## config.mk

```make
export PLATFORM = sky130hd
export DESIGN_NAME = mtud_div
export DESIGN_NICKNAME = d
export VERILOG_FILES = /design/src/mt_uniform_draw_generator_top_macros.svh /design/src/mtud_pkg.sv /design/src/mtud_div.sv
export SDC_FILE = /design/constraint.sdc
export NUM_CORES = 1
export LEC_CHECK = 0
export ABC_AREA = 1
export ABC_CLOCK_PERIOD_IN_PS = 8200
export BUFFER_PORTS_ARGS = -buffer_cell sky130_fd_sc_hd__buf_2
export CORE_MARGIN = 4
export CORE_UTILIZATION = 40
export CTS_CLUSTER_DIAMETER = 80
export DETAILED_ROUTE_END_ITERATION = 16
export GPL_TIMING_DRIVEN = 1
export HOLD_SLACK_MARGIN = 0.08
export SYNTH_ARGS = -nofsm -noshare
export SYNTH_HDL_FRONTEND = slang
export SYNTH_SLANG_ARGS = --single-unit
```

## constraint.sdc

```tcl
create_clock -name clk -period 8.2 [get_ports clk]
set_input_delay 1.23 -clock clk [delete_from_list [all_inputs] [get_ports clk]]
set_output_delay 1.23 -clock clk [all_outputs]
set_load 0.1 [all_outputs]
```

## src/mt_uniform_draw_generator_top_macros.svh

```systemverilog
// assertion macros for the uniform draw generator
// used by the top level only, expects clk and rst in scope
`ifndef MT_UNIFORM_DRAW_GENERATOR_TOP_MACROS_SVH
`define MT_UNIFORM_DRAW_GENERATOR_TOP_MACROS_SVH

// same-cycle implication
`define MTUD_ASSERT_IMP(lbl, ante, cons, msg) \
  lbl: assert property (@(posedge clk) disable iff (rst) (ante) |-> (cons)) else $error(msg);

// next-cycle implication
`define MTUD_ASSERT_NXT(lbl, ante, cons, msg) \
  lbl: assert property (@(posedge clk) disable iff (rst) (ante) |=> (cons)) else $error(msg);

`endif

```

## src/mtud_pkg.sv

```systemverilog
// shared types and constants of the uniform draw generator
// no dependencies
package mtud_pkg;

  localparam int unsigned WORD_W = 32;
  localparam int unsigned IDX_W  = 10;
  localparam int unsigned DIV_W  = 33;
  localparam int unsigned FRAC_W = 53;

  localparam logic [IDX_W-1:0]  MT_N_LAST  = 10'd623;
  localparam logic [IDX_W:0]    MT_M       = 11'd397;
  localparam logic [IDX_W:0]    MT_N       = 11'd624;
  localparam logic [WORD_W-1:0] MT_MATRIX  = 32'h9908_B0DF;
  localparam logic [WORD_W-1:0] MT_UPPER   = 32'h8000_0000;
  localparam logic [WORD_W-1:0] MT_LOWER   = 32'h7FFF_FFFF;
  localparam logic [WORD_W-1:0] INIT_MULT  = 32'd1812433253;
  localparam logic [WORD_W-1:0] SEED_RESET = 32'd5489;
  localparam logic [DIV_W-1:0]  WORD_RANGE = 33'h1_0000_0000;

  // engine status seen by the request sequencer
  typedef struct packed {
    logic busy;
    logic vld;
  } eng_status_t;

  function automatic logic [WORD_W-1:0] temper(input logic [WORD_W-1:0] x);
    logic [WORD_W-1:0] y;
    y = x ^ (x >> 11);
    y = y ^ ((y << 7) & 32'h9D2C_5680);
    y = y ^ ((y << 15) & 32'hEFC6_0000);
    y = y ^ (y >> 18);
    return y;
  endfunction

endpackage

```

## src/mtud_div.sv

```systemverilog
// restoring divider, one quotient bit per cycle, returns the remainder
// depends on mtud_pkg
module mtud_div
  import mtud_pkg::*;
(
  input  logic             clk,
  input  logic             rst,
  input  logic             start,
  input  logic [DIV_W-1:0] dividend,
  input  logic [DIV_W-1:0] divisor,
  output logic             done,
  output logic [DIV_W-1:0] rem
);

  logic             busy;
  logic [5:0]       cnt;
  logic [DIV_W-1:0] dvd;
  logic [DIV_W-1:0] dsr;
  logic [DIV_W:0]   trial;
  logic [DIV_W:0]   diff;
  logic [DIV_W-1:0] rem_next;

  always_comb begin
    trial    = {rem, dvd[DIV_W-1]};
    diff     = trial - {1'b0, dsr};
    rem_next = (trial >= {1'b0, dsr}) ? diff[DIV_W-1:0] : trial[DIV_W-1:0];
  end

  always_ff @(posedge clk) begin
    if (rst) begin
      busy <= 1'b0;
      done <= 1'b0;
      cnt  <= '0;
    end else begin
      done <= 1'b0;
      if (start) begin
        busy <= 1'b1;
        cnt  <= 6'(DIV_W);
        rem  <= '0;
        dvd  <= dividend;
        dsr  <= divisor;
      end else if (busy) begin
        rem <= rem_next;
        dvd <= {dvd[DIV_W-2:0], 1'b0};
        cnt <= cnt - 6'd1;
        if (cnt == 6'd1) begin
          busy <= 1'b0;
          done <= 1'b1;
        end
      end
    end
  end

endmodule

```

==> results of run 1 <==
## through the flow
stage	util	cell area (um2)	hold WS [ns]	setup WS [ns]	instances
CTS	0.4661	8487	0.5088	4.532	1391
global placement	0.4499	8193	0.4913	4.216	1375
global route	0.4661	8487	0.5447	4.336	1391
floorplan	-	7482	0.4593	2.538	1062
finish	0.4661	8487	0.5062	4.580	1391
detailed placement	0.4499	8193	0.4965	4.135	1375
## synthesized netlist by cell type (2+ instances only)
cell type,count
nand3_2,8
ha_1,35
nand3_1,53
nor2_4,4
nand2_2,6
inv_2,4
clkinv_1,2
a21oi_1,21
nand3b_1,2
xor2_1,15
buf_6,5
inv_1,222
nor2_1,105
a21oi_2,3
edfxtp_1,99
nor2_2,14
nor3b_1,2
nand4_1,11
nor3_1,4
clkbuf_1,10
buf_2,3
nand2_1,410
dfxtp_1,8
and3_1,3
and2_1,5
## cells in the final DEF, fill, tap and decap left out, types with 2 or more instances in the layout
cell,n
buf_2,102
nand3b_1,2
inv_2,5
clkbuf_16,9
nand2_2,6
nand2_1,410
and2_1,5
dfxtp_1,8
nor3_1,4
inv_6,2
edfxtp_1,99
and3_1,3
inv_8,2
nor3b_1,2
nor2_1,104
inv_1,222
nand4_1,11
nand3_2,8
xor2_1,15
nand3_1,53
ha_1,35
buf_4,2
a21oi_2,3
a21oi_1,20
nor2_4,5
nor2_2,14
## cell families after synthesis
kind of cell,share of synthesized area
buffers and inverters,0.1304
adder cells (fa/ha/maj),0.06120
AND/OR/NAND/NOR,0.3507
XOR/XNOR,0.01873
flip-flops,0.4187
AO/OA/AOI/OAI,0.02023
## path summary, 6_finish.rpt
path,slack [ns],to,cells after the start
worst max register to register,5.32,rem[24],13
worst min-delay path,0.51,cnt[0],2
worst min register to register,0.51,cnt[0],2
worst max-delay path,4.58,rem[3],5
## routing by layer
metal,GRT usage,up-vias,wire [um]
li1,-,3407,-
met1,0.2249,2683,8208
met2,0.2905,119,8081
met3,0.04798,18,1043
met4,0.04860,2,310
met5,0,-,12
## flip-flops by register name (all words and copies together), names as in the netlist
register / count
cnt: 6
dvd: 33
rem: 33
done: 1
busy: 1
dsr: 33
## area by class of cell
cell class	count	area [um2]
clock inverters	6	65.06
clock buffers	10	229.0
flip-flops and latches	107	3133
well taps	229	286.5
fillers	1866	9722
repair buffers	104	525.5
multi-input cells	707	3392
inverters	228	855.8
## worst reg2reg max path, cell delays in order, from the launching register on
cell,delay (ns)
edfxtp_1,0.36
inv_1,0.08
ha_1,0.14
inv_1,0.09
fa_1,0.46
nand3_1,0.14
nand3_2,0.14
nand2_2,0.12
nand2_2,0.06
nand2_2,0.60
nand2_2,0.27
nand2_1,0.15
inv_1,0.05
nor2_1,0.10
## report_power, final
part | switching, uW | internal [uW] | total [uW] | leakage [uW]
Clock | 221 | 216 | 438 | 0.000144
Combinational | 422 | 165 | 587 | 0.00349
Sequential | 21.2 | 653 | 674 | 0.00101
Total | 664 | 1030 | 1700 | 0.00464
==> results.json, run 1 <==
{
  "syn_area_mm2": 0.007482,
  "synthFlopType": "edfxtp_1",
  "fin_nets": 1262,
  "die_area_mm2": 0.02096,
  "fmax_mhz": 276.3,
  "synth-seq-cells": 107,
  "ir_drop_mv": 0.1144,
  "p_leak_uw": 0.004644,
  "clk_latency_ns": 0.37,
  "syn-num-nets": 1167,
  "clkTransAtPathRegs_ns": 0.08,
  "cp_common_cell": "buf_4",
  "drtIter0Drc": 347,
  "cts_buffer_depth": 2,
  "syn2layout_area_growth_pct": 13.43,
  "grt_pass1_vias": 5906,
  "drv_slew": 0,
  "endpoint_kind": "flip-flop",
  "power_uw": 1698,
  "yosys.area.top_type_share": 0.3973,
  "start_kind": "input pin",
  "worst-path-max-fanout": 69,
  "synthCells": 1062,
  "holdCritPathClass": "flip-flop to flip-flop",
  "antennaDiodeCount": 0,
  "drive_above_1_share": 0.1394,
  "fp.dieH_um": 144.8,
  "dr.pass1.iters": 5,
  "synthTopCellsByArea": "edfxtp_1, nand2_1, inv_1",
  "routed-via-count": 6229,
  "startpoint": "start",
  "chipWidth_um": 144.8,
  "gp_congestion": 0.9011,
  "cts_resized": 0,
  "r2r_start": "dvd[32]",
  "place_hpwl_um": 13560,
  "rsz0062_at_grt": "no",
  "drcViolationCount": 0,
  "async_flop_share": 0,
  "cts_setup_buffers": 0,
  "grt_max_degree": 70,
  "grt_pass1_wl_um": 29010,
  "fin_setup_tns_ns": 0,
  "design.portCount": 103,
  "drtAntennaViolNets": 0,
  "wire_per_inst_um": 12.69,
  "synth_seq_area_share": 0.4187,
  "initial_core_util": 0.4109,
  "h-tree-depth": 3,
  "cpPeakStageDelay_ns": 0.87,
  "cts_tree": "done",
  "synth.distinct_cells": 33,
  "path_cells": "buf_2 > inv_2 > buf_4 > a21oi_4 > buf_4",
  "synth_area_per_cell_um2": 7.045,
  "setup_violations": 0,
  "cp.buffers_inverters": 4,
  "cp_data_arrival_time_ns": 3.62,
  "cts_hold_buf": 0,
  "antenna_found_initial": 1,
  "cts_root_buf": "clkbuf_16",
  "min_period_ns": 3.620,
  "critPathKind": "input pin to flip-flop",
  "skew_ns": 0.01273,
  "critPathRequiredTime_ns": 8.20,
  "max-slew-margin-rel": 0.3414,
  "tightest_slew_ns": 0.9855,
  "status": "finished, final reports clean",
  "io_buffer_count": 102,
  "rows": 49,
  "yosys_warnings": 0,
  "cp_slowest_cell": "a21oi_4",
  "cts_made_buffers": 9,
  "maxCapViolCount": 0,
  "viasPerCell": 4.478,
  "p_per_area_mw_per_mm2": 200.1,
  "cts.sinks": 107,
  "yosysTopAreaCell": "edfxtp_1",
  "grtUsageTotal": 0.1750,
  "cp_top_family": "buffers and inverters",
  "core_mm2": 0.01821,
  "overflow": 0,
  "min-delay-start": "cnt[0]",
  "finalCritPeriodShare": 0.4414,
  "hold_viol": 0,
  "synth_edf_count": 99,
  "drt_wl_total_um": 17660
}
(Power assumes the default switching activity.)
==> run 2: changes to the inputs <==
--- a/config.mk
+++ b/config.mk
@@ -6,7 +6,7 @@
 export NUM_CORES = 1
 export LEC_CHECK = 0
 export ABC_AREA = 1
-export ABC_CLOCK_PERIOD_IN_PS = 8200
+export ABC_CLOCK_PERIOD_IN_PS = 3540
 export BUFFER_PORTS_ARGS = -buffer_cell sky130_fd_sc_hd__buf_2
 export CORE_MARGIN = 4
 export CORE_UTILIZATION = 40
==> constraint.sdc (replaced) <==
create_clock -name clk -period 3.54 [get_ports clk]
set_input_delay 0.531 -clock clk [delete_from_list [all_inputs] [get_ports clk]]
set_output_delay 0.531 -clock clk [all_outputs]
set_load 0.1 [all_outputs]
==> run 2 against run 1 <==
Hold slack worse by 0.18 ns. Sequential share of layout area down 0.35 points. Setup slack worse by 3.7 ns. Global-route usage up 0.61 points.
==> results.json, run 2 (same netlist as run 1, synthesis figures left out) <==
{
  "status": "finished, final reports clean",
  "drive_above_1_share": 0.1462,
  "fin_setup_tns_ns": 0,
  "skew_ns": 0.01138,
  "maxCapViolCount": 0,
  "die_area_mm2": 0.02096,
  "cts_hold_buf": 0,
  "h-tree-depth": 3,
  "grtUsageTotal": 0.1811,
  "fmax_mhz": 372.9,
  "fin_nets": 1270,
  "design.portCount": 103,
  "drcViolationCount": 0,
  "cpPeakStageDelay_ns": 0.45,
  "cts_buffer_depth": 2,
  "p_per_area_mw_per_mm2": 465.6,
  "worst-path-max-fanout": 13,
  "ir_drop_mv": 0.2199,
  "finalCritPeriodShare": 0.7576,
  "grt_max_degree": 37,
  "place_hpwl_um": 14340,
  "clk_latency_ns": 0.37,
  "syn2layout_area_growth_pct": 14.50,
  "nFillCells": 1911,
  "cts_made_buffers": 9,
  "final_util": 0.4705,
  "initial_core_util": 0.4109,
  "wire_per_inst_um": 13.09,
  "min_period_ns": 2.682,
  "gp_congestion": 0.9245,
  "cts.sinks": 107,
  "p_leak_uw": 0.004691,
  "start_kind": "flip-flop",
  "rsz0062_at_grt": "no",
  "antenna_found_initial": 0,
  "tightest_slew_ns": 0.8229,
  "endpoint_kind": "flip-flop",
  "cts_setup_buffers": 0,
  "critPathRequiredTime_ns": 3.66,
  "cts_resized": 0,
  "cp_slowest_cell": "fa_1",
  "rows": 49,
  "setup_violations": 0,
  "clkTransAtPathRegs_ns": 0.09,
  "fp.dieH_um": 144.8,
  "io_buffer_count": 102,
  "routed-via-count": 6294,
  "drv_slew": 0,
  "reg2regPathDepth": 13,
  "critPathKind": "flip-flop to flip-flop",
  "viasPerCell": 4.499,
  "drt_wl_total_um": 18320,
  "dr.pass1.iters": 4,
  "grt_pass1_vias": 6189,
  "cts_root_buf": "clkbuf_16",
  "hold_viol": 0,
  "holdCritPathClass": "input pin to flip-flop",
  "cp_common_cell": "nand2_2",
  "max-slew-margin-rel": 0.4501,
  "layout_common_cells": "nand2_1, inv_1, nor2_1, buf_2, edfxtp_1",
  "antennaDiodeCount": 0,
  "cp_data_arrival_time_ns": 2.80,
  "drtAntennaViolNets": 0,
  "path_cells": "inv_1 > ha_1 > inv_1 > fa_1 > nand3_1 > nand3_2 > nand2_2 > nand2_2 > nand2_2 > buf_4 > nand3_1 > nand2_1 > nor2_1",
  "cts_tree": "done",
  "overflow": 0,
  "grt_pass1_wl_um": 30010,
  "core_mm2": 0.01821,
  "chipWidth_um": 144.8,
  "top_regs": "dsr: 33 flops, dvd: 33 flops, rem: 33 flops",
  "layout_commonest_cell": "nand2_1",
  "min_delay_path_depth": 1,
  "drtIter0Drc": 309
}
==> run 2: cell types whose count changed in the layout (fill, tap and decap cells not counted) <==
cell	previous run	this run
clkbuf_1	1	0
buf_4	2	10
inv_6	2	1
clkinv_8	1	3
==> run 2: path summary, 6_finish.rpt <==
path,from,end,slack [ns]
setup / recovery,dvd[32],rem[16],0.86
hold / removal,divisor[28],dsr[28],0.33
setup reg to reg,dvd[32],rem[16],0.86
hold reg to reg,cnt[1],cnt[1],0.51
==> run 2: where the power goes <==
group | leakage, uW | internal, uW | switching [uW] | total, uW
registers | 0.00101 | 1510 | 48.4 | 1560
logic | 0.00352 | 389 | 982 | 1370
clock network | 0.000152 | 511 | 548 | 1060
==> run 2: cell type report <==
type | count | area, um2 | area share
clock buffer | 9 | 225.2 | 0.02629
clock inverter | 7 | 88.84 | 0.01037
inverter | 228 | 855.8 | 0.09990
multi-input combinational | 707 | 3392 | 0.3959
sequential | 107 | 3133 | 0.3657
tap | 229 | 286.5 | 0.03345
timing repair buffer | 112 | 585.6 | 0.06835
==> run 2: routing by layer <==
| layer | part of all wire | vias to the layer above | track usage |
|---|---|---|---|
| met3 | 0.068 | 25 | 0.05094 |
| li1 | - | 3429 | - |
| met5 | 0 | - | 0 |
| met2 | 0.44 | 141 | 0.2932 |
| met1 | 0.47 | 2699 | 0.2370 |
| met4 | 0.023 | 0 | 0.05351 |
==> run 2: through the flow <==
step,std cells,area [um2],worst slack [ns],hold WS (ns),power [uW]
6_report,1399,8567,0.8583,0.3299,3989
5_1_grt,1399,8567,0.6494,0.3133,4263
4_1_cts,1399,8567,0.8694,0.3141,4035
3_5_place_dp,1383,8253,0.8879,0.5006,2964
3_3_place_gp,1383,8253,0.9131,0.4880,2956
2_1_floorplan,1062,7486,0.07207,0.4593,2668
==> run 2: critical path: cells and delay by family (launching register included) <==
family        cells  cell delay, ns
flops             1            0.37
simple gates      8            1.01
buf+inv           3            0.45
fa+ha+maj         2            0.59
